## src/ews_pkg.sv

```systemverilog
`timescale 1ns / 1ps
// Shared types and constants of the event wake scheduler.
// No dependencies; every other file of the block but ews_ram refers to it by scoped names.
package ews_pkg;

    localparam int CMD_W  = 3;
    localparam int MASK_W = 16;
    localparam int CTX_W  = 32;
    localparam int SLOT_W = 4;
    localparam int CNT_W  = 5;

    typedef enum logic [CMD_W-1:0] {
        CMD_SPAWN   = 3'd0,
        CMD_URGENT  = 3'd1,
        CMD_YIELD   = 3'd2,
        CMD_TERM    = 3'd3,
        CMD_TRIGGER = 3'd4,
        CMD_TICK    = 3'd5
    } t_cmd;

    typedef enum logic [1:0] {
        ST_FREE = 2'd0,
        ST_RUN  = 2'd1,
        ST_WAIT = 2'd2
    } t_slot_st;

    typedef enum logic [2:0] {
        S_IDLE,
        S_EXEC,
        S_SCAN_RD,
        S_SCAN_EV,
        S_RD,
        S_OUT
    } t_ctl_state;

    typedef logic [MASK_W-1:0] t_wmask;
    typedef logic [SLOT_W-1:0] t_slot;
    typedef logic [CNT_W-1:0]  t_cnt;

    // Commands from the controller to the datapath.
    typedef struct packed {
        logic load;
        logic exec;
        logic scan_rd;
        logic scan_ev;
        logic rd_cur;
        logic out_load;
    } t_dp_cmd;

    // Status from the datapath back to the controller.
    typedef struct packed {
        logic scan_last;
        logic out_free;
    } t_dp_sts;

endpackage

```

## src/ews_cmd_if.sv

```systemverilog
`timescale 1ns / 1ps
// Command channel: valid/ready handshake carrying one scheduler command word.
// Depends on ews_pkg for field widths.
interface ews_cmd_if;
    logic                       valid;
    logic                       ready;
    logic [ews_pkg::CMD_W-1:0]  cmd;
    logic [ews_pkg::MASK_W-1:0] trigger_mask;
    logic [ews_pkg::CTX_W-1:0]  context_req;

    modport source (output valid, output cmd, output trigger_mask, output context_req,
                    input ready);
    modport sink   (input valid, input cmd, input trigger_mask, input context_req,
                    output ready);
endinterface

```

## src/ews_res_if.sv

```systemverilog
`timescale 1ns / 1ps
// Result channel: valid/ready handshake carrying one scheduler result word.
// Depends on ews_pkg for field widths.
interface ews_res_if;
    logic                       valid;
    logic                       ready;
    logic                       status;
    logic [ews_pkg::SLOT_W-1:0] new_slot;
    logic [ews_pkg::SLOT_W-1:0] running_slot;
    logic [ews_pkg::MASK_W-1:0] wake_mask;
    logic [ews_pkg::CNT_W-1:0]  woken_count;

    modport source (output valid, output status, output new_slot, output running_slot,
                    output wake_mask, output woken_count, input ready);
    modport sink   (input valid, input status, input new_slot, input running_slot,
                    input wake_mask, input woken_count, output ready);
endinterface

```

## src/ews_ram.sv

```systemverilog
`timescale 1ns / 1ps
// Generic single write port, single read port RAM with registered read data.
// No dependencies.
module ews_ram #(
    parameter int WIDTH = 8,
    parameter int DEPTH = 16
) (
    input  logic                     i_clk,
    input  logic                     i_we,
    input  logic [$clog2(DEPTH)-1:0] i_waddr,
    input  logic [WIDTH-1:0]         i_wdata,
    input  logic [$clog2(DEPTH)-1:0] i_raddr,
    output logic [WIDTH-1:0]         o_rdata
);

    logic [WIDTH-1:0] r_mem [DEPTH];
    logic [WIDTH-1:0] r_rdata;

    always_ff @(posedge i_clk) begin
        if (i_we) begin
            r_mem[i_waddr] <= i_wdata;
        end
        r_rdata <= r_mem[i_raddr];
    end

    assign o_rdata = r_rdata;

endmodule

```

## src/ews_ctrl.sv

```systemverilog
`timescale 1ns / 1ps
// Sequencer of the scheduler: takes a command word, steps the datapath through
// execute or slot scan, the mask read and the result load. Depends on ews_pkg.
module ews_ctrl (
    input  logic             i_clk,
    input  logic             i_rst_n,
    input  logic             i_in_valid,
    input  ews_pkg::t_cmd    i_in_cmd,
    output logic             o_in_ready,
    input  ews_pkg::t_dp_sts i_sts,
    output ews_pkg::t_dp_cmd o_cmd
);

    ews_pkg::t_ctl_state r_state;
    ews_pkg::t_ctl_state n_state;

    always_ff @(posedge i_clk) begin
        if (!i_rst_n) begin
            r_state <= ews_pkg::S_IDLE;
        end else begin
            r_state <= n_state;
        end
    end

    always_comb begin
        n_state    = r_state;
        o_cmd      = '0;
        o_in_ready = 1'b0;
        unique case (r_state)
            ews_pkg::S_IDLE: begin
                o_in_ready = 1'b1;
                if (i_in_valid) begin
                    o_cmd.load = 1'b1;
                    if (i_in_cmd == ews_pkg::CMD_TRIGGER || i_in_cmd == ews_pkg::CMD_TICK) begin
                        n_state = ews_pkg::S_SCAN_RD;
                    end else begin
                        n_state = ews_pkg::S_EXEC;
                    end
                end
            end
            ews_pkg::S_EXEC: begin
                o_cmd.exec = 1'b1;
                n_state    = ews_pkg::S_RD;
            end
            ews_pkg::S_SCAN_RD: begin
                o_cmd.scan_rd = 1'b1;
                n_state       = ews_pkg::S_SCAN_EV;
            end
            ews_pkg::S_SCAN_EV: begin
                o_cmd.scan_ev = 1'b1;
                n_state       = i_sts.scan_last ? ews_pkg::S_RD : ews_pkg::S_SCAN_RD;
            end
            ews_pkg::S_RD: begin
                o_cmd.rd_cur = 1'b1;
                n_state      = ews_pkg::S_OUT;
            end
            ews_pkg::S_OUT: begin
                if (i_sts.out_free) begin
                    o_cmd.out_load = 1'b1;
                    n_state        = ews_pkg::S_IDLE;
                end
            end
            default: begin
                n_state = ews_pkg::S_IDLE;
            end
        endcase
    end

endmodule

```

## src/ews_dp.sv

```systemverilog
`timescale 1ns / 1ps
// Datapath of the scheduler: slot state flops, mask/context RAM, priority
// encoders, scan counter and the result register. Depends on ews_pkg, ews_ram.
module ews_dp #(
    parameter int SLOTS        = 16,
    parameter int TRIGGER_BITS = 16
) (
    input  logic                       i_clk,
    input  logic                       i_rst_n,
    input  ews_pkg::t_cmd              i_code,
    input  logic [ews_pkg::MASK_W-1:0] i_tmask,
    input  logic [ews_pkg::CTX_W-1:0]  i_ctx,
    input  ews_pkg::t_dp_cmd           i_cmd,
    output ews_pkg::t_dp_sts           o_sts,
    ews_res_if.source                  o_res
);

    localparam int SW = $clog2(SLOTS);
    localparam int CW = $clog2(SLOTS + 1);
    localparam int MW = (TRIGGER_BITS < ews_pkg::MASK_W) ? TRIGGER_BITS : ews_pkg::MASK_W;
    localparam int RW = MW + ews_pkg::CTX_W;

    ews_pkg::t_slot_st r_status [SLOTS];
    ews_pkg::t_slot_st n_status [SLOTS];
    logic [SLOTS-1:0]  r_mvld, n_mvld;
    logic [SW-1:0]     r_cur, n_cur;
    logic [SW-1:0]     r_idx, n_idx;
    logic [SW-1:0]     r_new, n_new;
    logic [CW-1:0]     r_woken, n_woken;
    logic              r_err, n_err;
    ews_pkg::t_cmd     r_cmd, n_cmd;
    logic [MW-1:0]     r_tmask, n_tmask;
    logic [ews_pkg::CTX_W-1:0] r_ctx, n_ctx;

    logic                r_o_valid, n_o_valid;
    logic                r_o_status, n_o_status;
    ews_pkg::t_slot      r_o_new, n_o_new;
    ews_pkg::t_slot      r_o_run, n_o_run;
    ews_pkg::t_wmask     r_o_wmask, n_o_wmask;
    ews_pkg::t_cnt       r_o_woken, n_o_woken;

    logic          ram_we;
    logic [SW-1:0] ram_waddr, ram_raddr;
    logic [RW-1:0] ram_wdata, ram_rdata;

    logic          free_found;
    logic [SW-1:0] free_idx, run_idx;
    logic [MW-1:0] rd_mask;
    logic [ews_pkg::CTX_W-1:0] rd_ctx;
    logic          hit;

    // Each entry is {wait mask, wait context}; a mask whose valid bit is clear reads as zero.
    ews_ram #(
        .WIDTH (RW),
        .DEPTH (SLOTS)
    ) u_slot_ram (
        .i_clk   (i_clk),
        .i_we    (ram_we),
        .i_waddr (ram_waddr),
        .i_wdata (ram_wdata),
        .i_raddr (ram_raddr),
        .o_rdata (ram_rdata)
    );

    // Lowest free slot, and lowest running slot other than the current one.
    always_comb begin
        free_found = 1'b0;
        free_idx   = '0;
        run_idx    = '0;
        for (int n = SLOTS - 1; n >= 0; n--) begin
            if (r_status[n] == ews_pkg::ST_FREE) begin
                free_found = 1'b1;
                free_idx   = SW'(n);
            end
            if (r_status[n] == ews_pkg::ST_RUN && SW'(n) != r_cur) begin
                run_idx = SW'(n);
            end
        end
    end

    assign rd_mask = r_mvld[r_idx] ? ram_rdata[ews_pkg::CTX_W +: MW] : '0;
    assign rd_ctx  = ram_rdata[ews_pkg::CTX_W-1:0];

    always_comb begin
        hit = 1'b0;
        if (r_status[r_idx] == ews_pkg::ST_WAIT) begin
            if (r_cmd == ews_pkg::CMD_TRIGGER) begin
                hit = ((rd_mask & r_tmask) != '0) && (rd_ctx == r_ctx || rd_ctx == '0);
            end else begin
                hit = (rd_mask == '0);
            end
        end
    end

    assign o_sts.scan_last = (r_idx == SW'(SLOTS - 1));
    assign o_sts.out_free  = !r_o_valid || o_res.ready;

    always_comb begin
        n_status   = r_status;
        n_mvld     = r_mvld;
        n_cur      = r_cur;
        n_idx      = r_idx;
        n_new      = r_new;
        n_woken    = r_woken;
        n_err      = r_err;
        n_cmd      = r_cmd;
        n_tmask    = r_tmask;
        n_ctx      = r_ctx;
        n_o_valid  = r_o_valid && !o_res.ready;
        n_o_status = r_o_status;
        n_o_new    = r_o_new;
        n_o_run    = r_o_run;
        n_o_wmask  = r_o_wmask;
        n_o_woken  = r_o_woken;
        ram_we     = 1'b0;
        ram_waddr  = r_cur;
        ram_wdata  = {r_tmask, r_ctx};
        ram_raddr  = r_cur;

        if (i_cmd.load) begin
            n_cmd   = i_code;
            n_tmask = i_tmask[MW-1:0];
            n_ctx   = i_ctx;
            n_idx   = '0;
            n_new   = '0;
            n_woken = '0;
            n_err   = 1'b0;
        end

        if (i_cmd.exec) begin
            case (r_cmd) inside
                ews_pkg::CMD_SPAWN, ews_pkg::CMD_URGENT: begin
                    if (free_found) begin
                        n_status[free_idx] = ews_pkg::ST_RUN;
                        n_mvld[free_idx]   = 1'b0;
                        n_new              = free_idx;
                        if (r_cmd == ews_pkg::CMD_URGENT) begin
                            n_cur = free_idx;
                        end
                    end else begin
                        n_err = 1'b1;
                    end
                end
                ews_pkg::CMD_YIELD: begin
                    n_status[r_cur] = ews_pkg::ST_WAIT;
                    n_mvld[r_cur]   = 1'b1;
                    ram_we          = 1'b1;
                    n_cur           = run_idx;
                end
                ews_pkg::CMD_TERM: begin
                    n_status[r_cur] = ews_pkg::ST_FREE;
                    n_cur           = run_idx;
                end
                default: begin
                end
            endcase
        end

        if (i_cmd.scan_rd) begin
            ram_raddr = r_idx;
        end

        if (i_cmd.scan_ev) begin
            if (hit) begin
                n_status[r_idx] = ews_pkg::ST_RUN;
                n_woken         = r_woken + CW'(1);
                // A trigger leaves the raised event bits behind as the slot's mask.
                if (r_cmd == ews_pkg::CMD_TRIGGER) begin
                    n_mvld[r_idx] = 1'b1;
                    ram_we        = 1'b1;
                    ram_waddr     = r_idx;
                    ram_wdata     = {r_tmask, rd_ctx};
                end
            end
            n_idx = SW'(r_idx + SW'(1));
        end

        if (i_cmd.out_load) begin
            n_o_valid  = 1'b1;
            n_o_status = r_err;
            n_o_new    = ews_pkg::t_slot'(r_new);
            n_o_run    = ews_pkg::t_slot'(r_cur);
            n_o_wmask  = ews_pkg::t_wmask'(r_mvld[r_cur] ? ram_rdata[ews_pkg::CTX_W +: MW]
                                                           : {MW{1'b0}});
            n_o_woken  = ews_pkg::t_cnt'(r_woken);
        end
    end

    always_ff @(posedge i_clk) begin
        if (!i_rst_n) begin
            for (int n = 0; n < SLOTS; n++) begin
                r_status[n] <= (n == SLOTS - 1) ? ews_pkg::ST_RUN : ews_pkg::ST_FREE;
            end
            r_mvld    <= '0;
            r_cur     <= SW'(SLOTS - 1);
            r_o_valid <= 1'b0;
        end else begin
            r_status  <= n_status;
            r_mvld    <= n_mvld;
            r_cur     <= n_cur;
            r_o_valid <= n_o_valid;
        end
    end

    always_ff @(posedge i_clk) begin
        r_idx      <= n_idx;
        r_new      <= n_new;
        r_woken    <= n_woken;
        r_err      <= n_err;
        r_cmd      <= n_cmd;
        r_tmask    <= n_tmask;
        r_ctx      <= n_ctx;
        r_o_status <= n_o_status;
        r_o_new    <= n_o_new;
        r_o_run    <= n_o_run;
        r_o_wmask  <= n_o_wmask;
        r_o_woken  <= n_o_woken;
    end

    assign o_res.valid        = r_o_valid;
    assign o_res.status       = r_o_status;
    assign o_res.new_slot     = r_o_new;
    assign o_res.running_slot = r_o_run;
    assign o_res.wake_mask    = r_o_wmask;
    assign o_res.woken_count  = r_o_woken;

endmodule

```

## src/event_wake_task_scheduler_top.sv

```systemverilog
`timescale 1ns / 1ps
// Event wake task scheduler: a table of SLOTS task slots, each free, running or waiting,
// driven by spawn, urgent spawn, yield, terminate, trigger and tick command words, with one
// result word per command. Spawn, yield, terminate and unknown commands step through accept,
// execute, a read of the current slot's mask from the slot RAM and the result load; trigger
// and tick replace the execute step with a scan over the slot RAM, which has one read port,
// and so reads and then evaluates every slot in turn. A finished result waits in the output
// register while the next word is accepted. Wait masks reset to zero through per-slot valid
// bits, so no clearing pass is needed after reset.
// Depends on ews_pkg, ews_cmd_if, ews_res_if, ews_ctrl and ews_dp.
module event_wake_task_scheduler_top #(
    parameter int SLOTS        = 16,
    parameter int TRIGGER_BITS = 16
) (
    input  logic      i_clk,
    input  logic      i_rst_n,
    ews_cmd_if.sink   i_cmd,
    ews_res_if.source o_res
);

    ews_pkg::t_dp_cmd w_dp_cmd;
    ews_pkg::t_dp_sts w_dp_sts;
    logic             w_in_ready;
    ews_pkg::t_cmd    w_code;

    assign w_code      = ews_pkg::t_cmd'(i_cmd.cmd);
    assign i_cmd.ready = w_in_ready;

    ews_ctrl u_ctrl (
        .i_clk      (i_clk),
        .i_rst_n    (i_rst_n),
        .i_in_valid (i_cmd.valid),
        .i_in_cmd   (w_code),
        .o_in_ready (w_in_ready),
        .i_sts      (w_dp_sts),
        .o_cmd      (w_dp_cmd)
    );

    ews_dp #(
        .SLOTS        (SLOTS),
        .TRIGGER_BITS (TRIGGER_BITS)
    ) u_dp (
        .i_clk   (i_clk),
        .i_rst_n (i_rst_n),
        .i_code  (w_code),
        .i_tmask (i_cmd.trigger_mask),
        .i_ctx   (i_cmd.context_req),
        .i_cmd   (w_dp_cmd),
        .o_sts   (w_dp_sts),
        .o_res   (o_res)
    );

    // A word in progress blocks the command channel until its result is loaded.
    a_busy_after_accept: assert property (@(posedge i_clk) disable iff (!i_rst_n)
        (i_cmd.valid && i_cmd.ready) |=> !i_cmd.ready)
        else $error("command accepted while the previous word was in progress");

    a_one_phase: assert property (@(posedge i_clk) disable iff (!i_rst_n)
        $onehot0({w_dp_cmd.load, w_dp_cmd.exec, w_dp_cmd.scan_rd, w_dp_cmd.scan_ev,
                  w_dp_cmd.rd_cur, w_dp_cmd.out_load}))
        else $error("more than one datapath phase active");

    a_no_overwrite: assert property (@(posedge i_clk) disable iff (!i_rst_n)
        w_dp_cmd.out_load |-> (!o_res.valid || o_res.ready))
        else $error("result register loaded over an untaken result");

    a_wake_not_spawn: assert property (@(posedge i_clk) disable iff (!i_rst_n)
        (o_res.valid && o_res.woken_count != '0) |-> (!o_res.status && o_res.new_slot == '0))
        else $error("woken slots reported together with a spawn result");

endmodule
```

## src/flat_wrapper.sv

```systemverilog
// flat-port wrapper written by rule: the top's interface ports become plain ports
module event_wake_task_scheduler_top_flat 
#(
    parameter int SLOTS        = 16,
    parameter int TRIGGER_BITS = 16
)
  (i_clk, i_rst_n, i_cmd_valid, i_cmd_cmd, i_cmd_trigger_mask, i_cmd_context_req, i_cmd_ready, o_res_valid, o_res_status, o_res_new_slot, o_res_running_slot, o_res_wake_mask, o_res_woken_count, o_res_ready);
  ews_cmd_if i_cmd_i ();
  ews_res_if o_res_i ();
  input  logic i_clk;
  input  logic i_rst_n;
  input wire logic [$bits(i_cmd_i.valid)-1:0] i_cmd_valid;
  input wire logic [$bits(i_cmd_i.cmd)-1:0] i_cmd_cmd;
  input wire logic [$bits(i_cmd_i.trigger_mask)-1:0] i_cmd_trigger_mask;
  input wire logic [$bits(i_cmd_i.context_req)-1:0] i_cmd_context_req;
  output wire logic [$bits(i_cmd_i.ready)-1:0] i_cmd_ready;
  output wire logic [$bits(o_res_i.valid)-1:0] o_res_valid;
  output wire logic [$bits(o_res_i.status)-1:0] o_res_status;
  output wire logic [$bits(o_res_i.new_slot)-1:0] o_res_new_slot;
  output wire logic [$bits(o_res_i.running_slot)-1:0] o_res_running_slot;
  output wire logic [$bits(o_res_i.wake_mask)-1:0] o_res_wake_mask;
  output wire logic [$bits(o_res_i.woken_count)-1:0] o_res_woken_count;
  input wire logic [$bits(o_res_i.ready)-1:0] o_res_ready;
  assign i_cmd_i.valid = i_cmd_valid;
  assign i_cmd_i.cmd = i_cmd_cmd;
  assign i_cmd_i.trigger_mask = i_cmd_trigger_mask;
  assign i_cmd_i.context_req = i_cmd_context_req;
  assign i_cmd_ready = i_cmd_i.ready;
  assign o_res_valid = o_res_i.valid;
  assign o_res_status = o_res_i.status;
  assign o_res_new_slot = o_res_i.new_slot;
  assign o_res_running_slot = o_res_i.running_slot;
  assign o_res_wake_mask = o_res_i.wake_mask;
  assign o_res_woken_count = o_res_i.woken_count;
  assign o_res_i.ready = o_res_ready;
  event_wake_task_scheduler_top #(.SLOTS(SLOTS), .TRIGGER_BITS(TRIGGER_BITS)) u_core (.i_clk(i_clk), .i_rst_n(i_rst_n), .i_cmd(i_cmd_i), .o_res(o_res_i));
endmodule
```

## config.mk

```make
export PLATFORM = sky130hd
export DESIGN_NAME = event_wake_task_scheduler_top_flat
export DESIGN_NICKNAME = d
export VERILOG_FILES = /design/src/ews_pkg.sv /design/src/ews_cmd_if.sv /design/src/ews_res_if.sv /design/src/ews_ram.sv /design/src/ews_ctrl.sv /design/src/ews_dp.sv /design/src/event_wake_task_scheduler_top.sv /design/src/flat_wrapper.sv
export SDC_FILE = /design/constraint.sdc
export NUM_CORES = 1
export LEC_CHECK = 0
export BUFFER_PORTS_ARGS = -buffer_cell sky130_fd_sc_hd__buf_2
export CORE_ASPECT_RATIO = 1.75
export CORE_MARGIN = 8
export CORE_UTILIZATION = 24
export DETAILED_ROUTE_END_ITERATION = 7
export MAX_ROUTING_LAYER = met4
export PLACE_DENSITY = 0.35
export SYNTH_ARGS = -nofsm -noshare
export SYNTH_HDL_FRONTEND = slang
export SYNTH_SLANG_ARGS = --single-unit
```

## constraint.sdc

```tcl
create_clock -name i_clk -period 10.75 [get_ports i_clk]
set_clock_uncertainty 0.05 [all_clocks]
set_input_delay 0.5375 -clock i_clk [delete_from_list [all_inputs] [get_ports i_clk]]
set_output_delay 0.5375 -clock i_clk [all_outputs]
set_load 0.01 [all_outputs]
```

=== After elaboration in Yosys (flattened, before gate mapping) ===
Memories as Yosys holds them, arrays and structs flattened. A register that Yosys moved wholly into a read port is not among the register bits.
Cells that the tools add are included.

* Bits in registers: 151
* Bits in writable memories: 768
* Input bits: 55
* Output and inout bits: 32
* Logic and storage cells: 302
* Memories: 1

{| class="wikitable"
|+ Memories
! name !! depth !! bits a word !! read ports !! clocked after Yosys merged registers in !! write ports !! RTL line !! text
|-
| u_core.u_dp.u_slot_ram.r_mem || 16 || 48 || 1 || 1 || 1 || ews_ram.sv:16 || <nowiki>logic [WIDTH-1:0] r_mem [DEPTH];</nowiki>
|}

* $add $sub $neg: 2
* $lt $le $gt $ge: 12
* Eq/ne operators: 49
* Multiplexer cells: 131
* Bitwise gates (word level): 19
* Reduce and logical (&&, ||, !) cells: 56

{| class="wikitable"
|+ Operators by type and width
! cell !! count
|-
| $mux W32 || 10
|-
| $mux W4 || 47
|-
| $mux W16 || 8
|-
| $and A16 B16 Y16 || 5
|-
| $or A16 B16 Y16 || 5
|-
| $not A16 Y16 || 4
|-
| $mux W1 || 44
|-
| $and A32 B32 Y32 || 1
|-
| $eq A2 B1 Y1 const B || 16
|-
| $eq A32 B32 Y1 || 1
|-
| $logic_not A2 Y1 || 16
|-
| $logic_not A32 Y1 || 1
|-
| $ne A4 B4 Y1 const A || 8
|-
| $not A32 Y32 || 1
|-
| $demux W2 S4 || 3
|-
| $logic_and A1 B1 Y1 || 24
|-
| $pmux W3 S6 || 1
|-
| $logic_not A16 Y1 || 1
|-
| $ne A3 B4 Y1 const A || 4
|-
| $reduce_bool A16 Y1 || 1
|-
| $eq A3 B3 Y1 const B || 5
|-
| $ge A5 B5 Y1 const B || 3
|-
| $lt A4 B5 Y1 const B || 3
|-
| $lt A5 B1 Y1 const B || 3
|-
| other kinds (26) || 54
|}

=== Logic depth before layout (Yosys ltp) ===
Gate-level depths: netlist (run 1).

* Depth in word-level cells: 30
* Gate-level depth with buffers: 10
* Gate-level depth less buffers: 7

=== By module ===
A second synthesis (run 1) with hierarchy kept.

* Cells, all modules: 2,038
* Area, all modules: 38,125.3 um^2

{| class="wikitable"
|+ By module, submodules not included
! module !! times used !! cells each !! area each (um^2) !! sequential area each (um^2)
|-
| ews_ram || 1 || 1,242 || 29,691.0 || 24,023.0
|-
| ews_dp || 1 || 767 || 8,209.1 || 3,813.7
|-
| ews_ctrl || 1 || 29 || 225.2 || 60.1
|}

=== Worst setup path before layout (run 1) ===
OpenSTA, ideal clock, no wires.

* Path type: register -> register
* Start point: register u_core.u_dp.r_idx[1]
* End point: memory u_core.u_dp.u_slot_ram.r_mem[4][0] in the netlist's numbering, enable pin
* Library setup time: 0.528 ns
* Arrival: 5.664 ns
* Data required time: 10.172 ns
* Path slack: 4.508 ns
* Stages on the path, launching flop included: 11
* Buffers on the path: 3
* Period minus slack after synthesis: 6.242 ns
* Path through: edfxtp_1 > buf_2 > buf_2 > or2_1 > o32a_1 > nand4_1 > nand4_1 > nor3_4 > nand2_4 > buf_2 > o32ai_1

* Cells in the longest elaborated chain, start to end: 12
* Elaborated cells on any way between the ends: 21
* Classes of those cells: eq/ne: 1; mux: 15; bitwise: 2; reduce/logical: 3

{| class="wikitable"
|+ Ends and longest elaborated chain
! what !! RTL line !! text
|-
| from (decl) || ews_dp.sv:27 || <nowiki>logic [SW-1:0] r_idx, n_idx;</nowiki>
|-
| from (signal assigned) || ews_dp.sv:206 || <nowiki>r_idx <= n_idx;</nowiki>
|-
| $bmux W1 S4 || ews_dp.sv:81 || <nowiki>assign rd_mask = r_mvld[r_idx] ? ram_rdata[ews_pkg::CTX_W +: MW] : '0;</nowiki>
|-
| $mux W1 (not written as such) || ews_dp.sv:81 ||
|-
| $mux W16 || ews_dp.sv:81 ||
|-
| $and A16 B16 Y16 || ews_dp.sv:88 || <nowiki>hit = ((rd_mask & r_tmask) != '0) && (rd_ctx == r_ctx || rd_ctx == '0);</nowiki>
|-
| $reduce_bool A16 Y1 || ews_dp.sv:88 ||
|-
| $logic_and A1 B1 Y1 || ews_dp.sv:88 ||
|-
| $mux W1 || ews_dp.sv:87 || <nowiki>if (r_cmd == ews_pkg::CMD_TRIGGER) begin</nowiki>
|-
| $mux W1 || ews_dp.sv:86 || <nowiki>if (r_status[r_idx] == ews_pkg::ST_WAIT) begin</nowiki>
|-
| $mux W1 || ews_dp.sv:164 || <nowiki>if (hit) begin</nowiki>
|-
| $mux W1 || ews_dp.sv:163 || <nowiki>if (i_cmd.scan_ev) begin</nowiki>
|-
| $mux W1 || ews_ram.sv:20 || <nowiki>if (i_we) begin</nowiki>
|-
| $mux W1 (not written as such) || ews_ram.sv:21 || <nowiki>r_mem[i_waddr] <= i_wdata;</nowiki>
|-
| to (decl) || ews_ram.sv:16 ||
|}

Parallel ways exist; a longest one is shown, timed or not. The select of a mux whose other input is x is not followed.

=== Worst setup path in the final report (run 1) ===
* Start point: register u_core.u_dp.r_idx[2]
* End point: memory u_core.u_dp.u_slot_ram.r_mem[0][34] in the netlist's numbering, enable pin

The elaborated chain is that of the path after synthesis.

==> results.md, run 1 <==
* Commonest non-fill, non-tap cells in the layout: edfxtp_1 (853), mux4_2 (201), nand2_1 (171)
* Vias in the first global route at 22.7k
* Top layer in use: met4
* Critical path required time at 11.00 ns
* Synth unique cells at 83
* Slew @ Worst Pin at 1.20 ns
* Die height at 545 um
* Hpwl dp at 75.0 mm
* CTS tree: done
* Routed wl met3 at 3.94 mm
* Metal2 WL at 68.6 mm
* Register area share after synthesis at 72.8%
* # nets final at 2374
* Design area at 45200 um^2
* DRC at 0
* Initial antenna violation count at 6
* CTS Root Buffer Type: clkbuf_16
* Combinational power share at 12.1%
* Setup CP Type: flip-flop to flip-flop
* Fraction of layout cells with a size suffix above 1 at 22.5%
* Power Density at 198 nW/um^2
* Slew headroom at 18.9%
* Routed Wire Length at 126 mm
* Clk Latency, worst-skew pair at 0.71 ns
* DR pass1 iterations at 5
* Routability-driven placement congestion ratio at 0.895
* Die area at 173000 um^2
* Sw Ratio at 26.6%
* Tot GR Track Use at 14.7%
* Via density at 4.71
* Total of max-cap violations at 0
* Setup crit start kind: flip-flop
* TritonCTS Buffers at 99
* Largest net degree at the start of global routing at 112
* I/O Pins at 87
* Crit path time final at 4.91 ns
* Global-route wire length before repair at 178 mm
* Outcome: finished, final reports clean
* RSZ-0062 raised after global routing: no
* Worst-case clock buffer depth at 3
* Via count at 21.0k
* Fraction of registers with async set/reset at 0%
* Resize count post-CTS at 0
* Synthesized instance count at 2142
* Post-synthesis net count at 2202
* Final Hold Fails at 0
* Placed Area at 41500 um^2
* Clk pwr share at 38.2%
* M1 WL at 48.8 mm
* Initial DRC Count at 1479
* Total gr overflow at 0
* IO Port Bufs at 86
* Yosys warns at 0
* Worst min path class: input port to flip-flop
* Setup_tns at 0 ns
* Clk slew on worst S/H paths at 0.06 ns
* Routed Antenna Nets at 0
* Worst Path Arrival at 5.16 ns
* Synthesis-stage register bit count at 967
* Commonest non-fill, non-tap cell in the layout: edfxtp_1
* WL/cell at 28.2 um
* Main synth FF type: edfxtp_1
* Fmax at 0.204 GHz
* Post-synth EDFFs at 853
* Starting Density at 24.1%
* Clock sink total at 967
* Sequential cell fraction of total power at 49.7%
* Final setup violation count at 0
* Row count at 194
* Mapped Area at 38300 um^2
* Peak VDD IR at 105 uV
* H-tree depth at 3
* Critical path capture point type: flip-flop
* P_int at 6.57 mW
* Static leakage at 13.8 nW
* Width of the die at 318 um
* Worst-path maximum fanout at 45
* Switch Pwr at 2.38 mW
* Core Box Area at 159000 um^2
* Max-slew violations at 0
* Synth-to-layout area growth at 18.0%
* Post-CTS setup buffer count at 0
* Mean Syn Cell Area at 17.9 um^2
* Tcrit/Tclk final at 45.7%
[cell usage after synthesis, types with 5 or more instances]
| cell type | number | area (um^2) |
|---|---|---|
| a311oi_1 | 9 | 78.8 |
| and2_1 | 75 | 469 |
| nand3b_1 | 8 | 60.1 |
| a211oi_1 | 51 | 383 |
| xnor2_1 | 33 | 289 |
| and3_1 | 7 | 43.8 |
| a22o_1 | 7 | 61.3 |
| edfxtp_1 | 853 | 25600 |
| o41ai_1 | 5 | 43.8 |
| a22oi_1 | 9 | 67.6 |
| nand2b_1 | 14 | 87.6 |
| mux2_2 | 6 | 67.6 |
| nand3_1 | 16 | 80.1 |
| o31ai_1 | 13 | 97.6 |
| dfxtp_1 | 114 | 2280 |
| o32ai_1 | 9 | 78.8 |
| buf_2 | 36 | 180 |
| a21oi_1 | 32 | 160 |
| mux2_1 | 27 | 304 |
| nand2_1 | 171 | 642 |
| mux4_2 | 201 | 4530 |
| mux2i_1 | 8 | 80.1 |
| nor3b_1 | 9 | 67.6 |
| buf_1 | 11 | 41.3 |
| nor4b_1 | 5 | 43.8 |
| or2_2 | 5 | 31.3 |
| nand4_1 | 22 | 138 |
| nor2_1 | 54 | 203 |
| nor3_1 | 15 | 75.1 |
| o211ai_1 | 5 | 37.5 |
| nor2b_1 | 8 | 50.1 |
| ha_1 | 5 | 62.6 |
| clkbuf_1 | 64 | 240 |
| nor4_1 | 18 | 113 |
| o22ai_1 | 23 | 144 |
| inv_1 | 16 | 60.1 |
| o21ai_0 | 31 | 155 |
| a31oi_1 | 62 | 388 |
[state kept, by name, summed over array words and instances, names as in the netlist]
name / flops
u_core.u_dp.o_res.new_slot: 4
u_core.u_dp.r_err: 1
u_core.u_dp.o_res.woken_count: 5
u_core.u_dp.r_mvld: 16
u_core.u_dp.r_ctx: 32
u_core.u_dp.u_slot_ram.r_mem: 768
u_core.u_dp.r_cmd: 3
u_core.u_dp.o_res.wake_mask: 16
u_core.u_ctrl.r_state: 3
u_core.u_dp.o_res.valid: 1
u_core.u_dp.o_res.status: 1
u_core.u_dp.r_new: 4
u_core.u_dp.r_idx: 4
u_core.u_dp.r_status: 32
u_core.u_dp.o_res.running_slot: 4
u_core.u_dp.u_slot_ram.o_rdata: 48
u_core.u_dp.r_tmask: 16
u_core.u_dp.r_cur: 4
u_core.u_dp.r_woken: 5
[through the flow]
stage	instances	setup slack (ns)	hold WS (ns)	util (%)	total power, mW
after global placement	4224	5.59	0.373	26.1	5.66
after CTS	4459	5.55	0.00259	28.4	9.14
after detailed placement	4224	5.62	0.370	26.1	5.65
after global routing	4460	5.60	0.0296	28.4	9.31
after floorplan	2142	4.51	0.358	-	5.11
final	4463	5.84	0.0715	28.4	8.95
[power by group through the flow]
stage	registers (mW)	clock network [mW]	logic, mW
floorplan	4.42	0	0.694
global placement	4.53	0	1.12
detailed placement	4.54	0	1.12
CTS	4.46	3.54	1.14
global route	4.46	3.66	1.18
finish	4.45	3.42	1.08
[logic make-up (layout without fill, tap and decap cells)]
logic type | Yosys count | in the layout | share of synthesized area [%]
compound gates | 309 | 309 | 5.66
xor+xnor | 34 | 34 | 0.777
fa+ha+maj | 5 | 5 | 0.163
buf+inv | 134 | 393 | 1.51
flops | 967 | 967 | 72.8
mux | 242 | 242 | 13.0
other cells | 0 | 4 | 0
simple gates | 451 | 451 | 6.10
[per-layer routing]
layer	track usage (%)	vias to the layer above
met5	-	-
met4	5.72	0
met3	1.88	200
met1	15.9	11200
met2	27.2	500
li1	-	9079
[final cells by class]
type                    count  area (um^2)
inverters                  17         65.1
clock inverters            60          508
multi-input cells        1041        10100
diodes                      4         10.0
flip-flops and latches    967        27900
clock buffers             128         2680
fillers                 15900       114000
repair buffers            188         1380
well taps                2058         2570
[final timing paths]
| kind | from | to | slack, ns | cells past startpoint |
|---|---|---|---|---|
| worst max-delay path | u_core.u_dp.r_idx[2] | u_core.u_dp.u_slot_ram.r_mem[0][34] | 5.84 | 10 |
| worst min-delay path | i_cmd_trigger_mask[0] | u_core.u_dp.r_tmask[0] | 0.07 | 1 |
| worst max register to register | u_core.u_dp.r_idx[2] | u_core.u_dp.u_slot_ram.r_mem[0][34] | 5.84 | 10 |
| worst min register to register | u_core.u_dp.r_new[2] | u_core.u_dp.o_res.new_slot[2] | 0.38 | 0 |
[what timing repair did]
action / CTS / global route
setup endpoints to repair: 0 / 0
endpoints found under the hold margin: 47 / 0
hold buffers: 47 / 0
[worst max-delay path, cell delays in order, from the launching register on]
cell and delay (ns):
edfxtp_1 0.55, nor2b_1 0.87, a22o_1 0.27, nor2_1 0.06, o21a_1 0.23, nor3_4 0.18, buf_4 0.28, nand2_4 0.49
o31ai_4 0.38, buf_4 0.46, buf_4 0.60
(Power assumes the default switching activity.)
==> inputs of run 2 (changes only) <==
- PLACE_DENSITY: 0.35 -> 0.36
- clock period: 10.75 -> 4.5 ns (I/O delays scaled with it)
==> run 2 against run 1 <==
Net effect:
- wire length about the same
- final area increased by 3.0%
- combinational power increased by 140%
- highest routed layer unchanged
==> results.md, run 2 (synthesized netlist as in run 1, its figures left out) <==
* Outcome: finished, final reports clean
* Starting Density at 24.1% (unchanged)
* Hpwl dp at 79.9 mm (+6.5%)
* Global-route wire length before repair at 179 mm (+0.41%)
* Placed Area at 42800 um^2 (+3.1%)
* H-tree depth at 3 (unchanged)
* Setup crit start kind: flip-flop
* Commonest non-fill, non-tap cells in the layout: edfxtp_1 (853), mux4_2 (201), nand2_1 (171)
* Tcrit/Tclk final at 95.3% (+50 points)
* Routed Antenna Nets at 0 (unchanged)
* Width of the die at 318 um (unchanged)
* P_int at 15.8 mW (+140%)
* Commonest non-fill, non-tap cell in the layout: edfxtp_1
* Peak VDD IR at 305 uV (+190%)
* Fmax at 0.233 GHz (+14%)
* Switch Pwr at 5.71 mW (+140%)
* Sequential cell fraction of total power at 49.7% (about the same)
* Post-CTS setup buffer count at 0 (unchanged)
* Total gr overflow at 0 (unchanged)
* Die area at 173000 um^2 (unchanged)
* Sw Ratio at 26.5% (-0.056 points)
* Static leakage at 14.3 nW (+4.1%)
* Slew headroom at 25.2% (+6.4 points)
* Worst-path maximum fanout at 45 (unchanged)
* Tot GR Track Use at 14.8% (+0.067 points)
* Worst min path class: input port to flip-flop
* Design area at 46600 um^2 (+3.0%)
* I/O Pins at 87 (unchanged)
* Biggest register: u_core.u_dp.u_slot_ram.r_mem
* Setup_tns at 0 ns (unchanged)
* TritonCTS Buffers at 97 (-2.0%)
* Combinational power share at 12.1% (about the same)
* Max reg flops at 768 (unchanged)
* Power Density at 462 nW/um^2 (+130%)
* Via count at 21.5k (+2.5%)
* Synth-to-layout area growth at 21.6%
* Final setup violation count at 0 (unchanged)
* Resize count post-CTS at 0 (unchanged)
* Initial antenna violation count at 4 (-2)
* Vias in the first global route at 23.3k (+2.7%)
* Routability-driven placement congestion ratio at 0.883 (-1.4%)
* RSZ-0062 raised after global routing: no
* Setup CP Type: flip-flop to flip-flop
* Filler cell count at 15.8k (-0.68%)
* Largest net degree at the start of global routing at 97 (-13%)
* Max-slew violations at 0 (unchanged)
* Post-CTS Hold Buffers at 54 (+15%)
* Initial DRC Count at 1536 (+3.9%)
* # nets final at 2451 (+3.2%)
* WL/cell at 27.8 um (-1.6%)
* DR pass1 iterations at 5 (unchanged)
* Clock sink total at 967 (unchanged)
* Fraction of layout cells with a size suffix above 1 at 24.6% (+2.1 points)
* Slew @ Worst Pin at 1.12 ns (-0.0843 ns)
* Row count at 194 (unchanged)
* Clk pwr share at 38.2% (about the same)
* Final Hold Fails at 0 (unchanged)
* Crit path time final at 4.29 ns (-0.620 ns)
* Total of max-cap violations at 0 (unchanged)
* Routed Wire Length at 126 mm (about the same)
* Worst-case clock buffer depth at 3 (unchanged)
* Worst Path Arrival at 4.62 ns (-0.54 ns)
* CTS Root Buffer Type: clkbuf_16
* Via density at 4.75 (+0.88%)
* Die height at 545 um (unchanged)
* Critical path capture point type: flip-flop
* DRC at 0 (unchanged)
* IO Port Bufs at 86 (unchanged)
* Core Box Area at 159000 um^2 (unchanged)
* Clk slew on worst S/H paths at 0.06 ns (about the same)
* Critical path required time at 4.83 ns (-6.17 ns)
* CTS tree: done
* Clk Latency, worst-skew pair at 0.72 ns (about the same)
## run 2: path summary, 6_finish.rpt
check / startpoint / end / slack [ns] / cells past startpoint
max reg2reg: u_core.u_dp.r_ctx[28] / u_core.u_dp.u_slot_ram.r_mem[11][15] / 0.21 / 11
min: i_cmd_trigger_mask[2] / u_core.u_dp.r_tmask[2] / 0.18 / 2
max: u_core.u_dp.r_ctx[28] / u_core.u_dp.u_slot_ram.r_mem[11][15] / 0.21 / 11
min reg2reg: u_core.u_dp.r_new[1] / u_core.u_dp.o_res.new_slot[1] / 0.39 / 0
## run 2: final cells by class
class                           count  area (um^2)  area share, %
Antenna cell                        2         5.00         0.0107
Sequential cell                   967        27900           59.9
Clock inverter                     47          513           1.10
Multi-Input combinational cell   1041        10100           21.7
Timing Repair Buffer              267         2740           5.88
Tap cell                         2058         2570           5.53
Inverter                           17         65.1          0.140
Clock buffer                      135         2690           5.78
## run 2: power groups by stage
stage / combinational (mW) / clock (mW) / sequential (mW)
6_report: 2.61 / 8.23 / 10.7
3_5_place_dp: 2.65 / 0 / 10.9
2_1_floorplan: 1.66 / 0 / 10.6
3_3_place_gp: 2.65 / 0 / 10.9
4_1_cts: 2.70 / 8.51 / 10.7
5_1_grt: 2.83 / 8.81 / 10.7
## run 2: worst max-delay path: stages (launching register included)
cell and delay, ns:
edfxtp_1 0.47, xnor2_1 0.47, nand4_1 0.21, nor4_1 0.92, a21oi_1 0.44, nor2_1 0.19
buf_4 0.16, nand2_4 0.06, buf_12 0.24, o31ai_4 0.32, buf_4 0.20, buf_12 0.19
## run 2: stage by stage
| step | total power [mW] | cells | setup slack, ns | util [%] | hold slack (ns) |
|---|---|---|---|---|---|
| 6_report | 21.5 | 4534 | 0.211 | 29.3 | 0.184 |
| 2_1_floorplan | 12.2 | 2142 | -1.69 | - | 0.274 |
| 3_3_place_gp | 13.6 | 4296 | 0.0349 | 26.9 | 0.351 |
| 5_1_grt | 22.4 | 4534 | 0.184 | 29.3 | 0.140 |
| 3_5_place_dp | 13.6 | 4296 | 0.0967 | 26.9 | 0.353 |
| 4_1_cts | 21.9 | 4532 | 0.0435 | 29.3 | 0.103 |
## run 2: metal layers
layer / GRT usage [%] / wire length, um
met5: - / 0
met2: 26.7 / 66700
met3: 2.35 / 5370
met1: 16.4 / 49200
met4: 5.27 / 4750
==> inputs of run 3 (changes only) <==
- GPL_TIMING_DRIVEN: not set -> 1
- REMOVE_ABC_BUFFERS: not set -> 1
==> run 3 against run 2 <==
Net effect:
- register-to-register slack gained 0.46 ns
- wire length is 1.3% lower
- die area unchanged
- fmax rose by 12%
- via count fell by 1.1%
- critical path depth shrank 3
- worst setup slack gained 0.46 ns
- clock power rose by 2%
- sequential share of layout area grew 0.17 points
- global-route usage is 0.25 points lower
- sequential power hardly changed
- core utilization fell by 0.083 points
==> results.md, run 3 (synthesized netlist as in run 1, its figures left out) <==
* Slew headroom at 33.9% (+8.7 points)
* TritonCTS Buffers at 99 (+2.1%)
* Critical path required time at 4.83 ns (about the same)
* RSZ-0062 raised after global routing: no
* Post-layout total power at 21.7 mW (+0.83%)
* Routed Wire Length at 124 mm (-1.3%)
* CTS Root Buffer Type: clkbuf_16
* I/O Pins at 87 (unchanged)
* Total of max-cap violations at 0 (unchanged)
* Row count at 194 (unchanged)
* IO Port Bufs at 86 (unchanged)
* Clock sink total at 967 (unchanged)
* DR pass1 iterations at 7 (+2)
* Core Util, Final at 29.2% (-0.083 points)
* R2R depth at 8 (-3)
* Routed Antenna Nets at 0 (unchanged)
* Post-CTS Hold Buffers at 54 (unchanged)
* Worst Path Arrival at 4.16 ns (-0.46 ns)
* DRC at 0 (unchanged)
* Core Box Area at 159000 um^2 (unchanged)
* Crit path time final at 3.83 ns (-0.461 ns)
* Fraction of layout cells with a size suffix above 1 at 24.5% (-0.071 points)
* Die area at 173000 um^2 (unchanged)
* Max-slew violations at 0 (unchanged)
* Largest net degree at the start of global routing at 97 (unchanged)
* Tcrit/Tclk final at 85.1% (-10 points)
* Starting Density at 24.1% (unchanged)
* Max reg flops at 768 (unchanged)
* Setup crit start kind: flip-flop
* CTS tree: done
* Final Hold Fails at 0 (unchanged)
* Via count at 21.3k (-1.1%)
* Hpwl dp at 77.2 mm (-3.4%)
* Reg2reg start: u_core.u_dp.r_tmask[15]
* Resize count post-CTS at 0 (unchanged)
* Die height at 545 um (unchanged)
* Final setup violation count at 0 (unchanged)
* Worst-path maximum fanout at 17 (-62%)
* Via density at 4.70 (-1.1%)
* WL/cell at 27.4 um (-1.3%)
* Biggest register: u_core.u_dp.u_slot_ram.r_mem
* Setup CP Type: flip-flop to flip-flop
* Filler cell count at 15.8k (+0.23%)
* Sw Ratio at 26.2% (-0.36 points)
* Initial DRC Count at 1435 (-6.6%)
* # nets final at 2450 (-0.041%)
* Tot GR Track Use at 14.5% (-0.25 points)
* Synth-to-layout area growth at 21.2%
* Clk slew on worst S/H paths at 0.06 ns (about the same)
* Clk pwr share at 38.7% (+0.5 points)
* Total gr overflow at 0 (unchanged)
* Fmax at 0.261 GHz (+12%)
* P_int at 16.0 mW (+1.3%)
* R2R Setup Slk at 0.67 ns (+0.46 ns)
* Worst-case clock buffer depth at 3 (unchanged)
* Vias in the first global route at 23.2k (-0.64%)
* Initial antenna violation count at 1 (-3)
* Reg area at 27900 um^2 (about the same)
* Commonest non-fill, non-tap cell in the layout: edfxtp_1
* Clk Latency, worst-skew pair at 0.70 ns (-0.02 ns)
* Routability-driven placement congestion ratio at 0.890 (+0.80%)
* Commonest non-fill, non-tap cells in the layout: edfxtp_1 (853), mux4_2 (201), nand2_1 (171)
* Static leakage at 14.3 nW (-0.15%)
* Power Density at 467 nW/um^2 (+1.1%)
* H-tree depth at 3 (unchanged)
* Global-route wire length before repair at 176 mm (-1.7%)
* Post-CTS setup buffer count at 0 (unchanged)
* Peak VDD IR at 277 uV (-9.0%)
* Min-delay src: i_cmd_context_req[12]
* RR Endpoint: u_core.u_dp.u_slot_ram.r_mem[6][26]
* Switch Pwr at 5.68 mW (-0.54%)
* Combinational power share at 12.1% (about the same)
* Sequential cell fraction of total power at 49.2% (-0.5 points)
* Area of the multi-input gates at 10100 um^2 (unchanged)
* Slew @ Worst Pin at 0.981 ns (-0.139 ns)
* Worst Hold Endpoint: u_core.u_dp.r_ctx[12]
* Outcome: finished, final reports clean
* Critical path capture point type: flip-flop
* WHS Path Cells at 2 (unchanged)
* Worst min path class: input port to flip-flop
* Width of the die at 318 um (unchanged)
## run 3: changes by cell type in the layout (fill, tap and decap cells not counted), moves of 2 or more
cell / previous run / this run
clkbuf_8: 10 / 1
bufinv_16: 6 / 11
clkbuf_16: 98 / 100
clkinvlp_4: 7 / 9
buf_12: 65 / 50
clkinv_4: 2 / 4
inv_6: 4 / 1
buf_4: 62 / 74
clkinv_1: 7 / 15
clkinv_2: 15 / 17
clkbuf_1: 27 / 21
## run 3: worst max-delay path by stage
stage	start	to	slack, ns	cells past startpoint
after floorplan	u_core.u_ctrl.r_state[1]	u_core.u_dp.u_slot_ram.o_rdata[0]	-15.56	6
after global placement	u_core.u_dp.r_tmask[15]	u_core.u_dp.u_slot_ram.r_mem[6][9]	0.64	8
after detailed placement	u_core.u_dp.r_tmask[9]	u_core.u_dp.u_slot_ram.r_mem[0][12]	0.67	8
after CTS	u_core.u_dp.r_tmask[15]	u_core.u_dp.u_slot_ram.r_mem[6][44]	0.65	8
after global routing	u_core.u_dp.r_tmask[15]	u_core.u_dp.u_slot_ram.r_mem[6][26]	0.51	8
final	u_core.u_dp.r_tmask[15]	u_core.u_dp.u_slot_ram.r_mem[6][26]	0.67	8
## run 3: stage by stage
stage | setup slack [ns] | hold WS [ns] | instances | instance area (um^2) | TNS, ns
5_1_grt | 0.512 | 0.137 | 4532 | 46400 | 0
6_report | 0.672 | 0.177 | 4533 | 46500 | 0
3_3_place_gp | 0.644 | 0.353 | 4293 | 42600 | 0
3_5_place_dp | 0.669 | 0.353 | 4293 | 42600 | 0
2_1_floorplan | -15.56 | 0.248 | 2025 | 37800 | -1538.84
4_1_cts | 0.648 | 0.0838 | 4531 | 46400 | 0
## run 3: power groups by stage
stage	Clock [mW]	Combinational (mW)	Sequential, mW
2_1_floorplan	0	2.24	10.6
3_3_place_gp	0	2.66	10.9
3_5_place_dp	0	2.66	10.9
4_1_cts	8.70	2.71	10.7
5_1_grt	8.97	2.84	10.7
6_report	8.40	2.62	10.7
## run 3: worst max-delay path, stage by stage, from the launching register on
cell	delay, ns
edfxtp_1	0.86
a22o_1	0.27
a221oi_1	0.06
and4_1	0.26
o21a_1	0.23
nor3_4	0.36
nand4_1	0.41
o22ai_4	0.71
buf_12	0.27
## run 3: layout make-up
cell class / count / area share [%]
flip-flops and latches: 967 / 60.1
diodes: 2 / 0.0108
well taps: 2058 / 5.54
inverters: 17 / 0.137
clock buffers: 122 / 5.59
clock inverters: 62 / 1.48
repair buffers: 264 / 5.44
multi-input cells: 1041 / 21.7
## run 3: per-layer routing
layer | routed length, um | track usage, % | vias up
met5 | 0 | - | -
met4 | 4180 | 5.04 | 0
met3 | 4140 | 1.80 | 212
met2 | 65400 | 26.1 | 583
met1 | 50600 | 16.6 | 11300
li1 | - | - | 9232
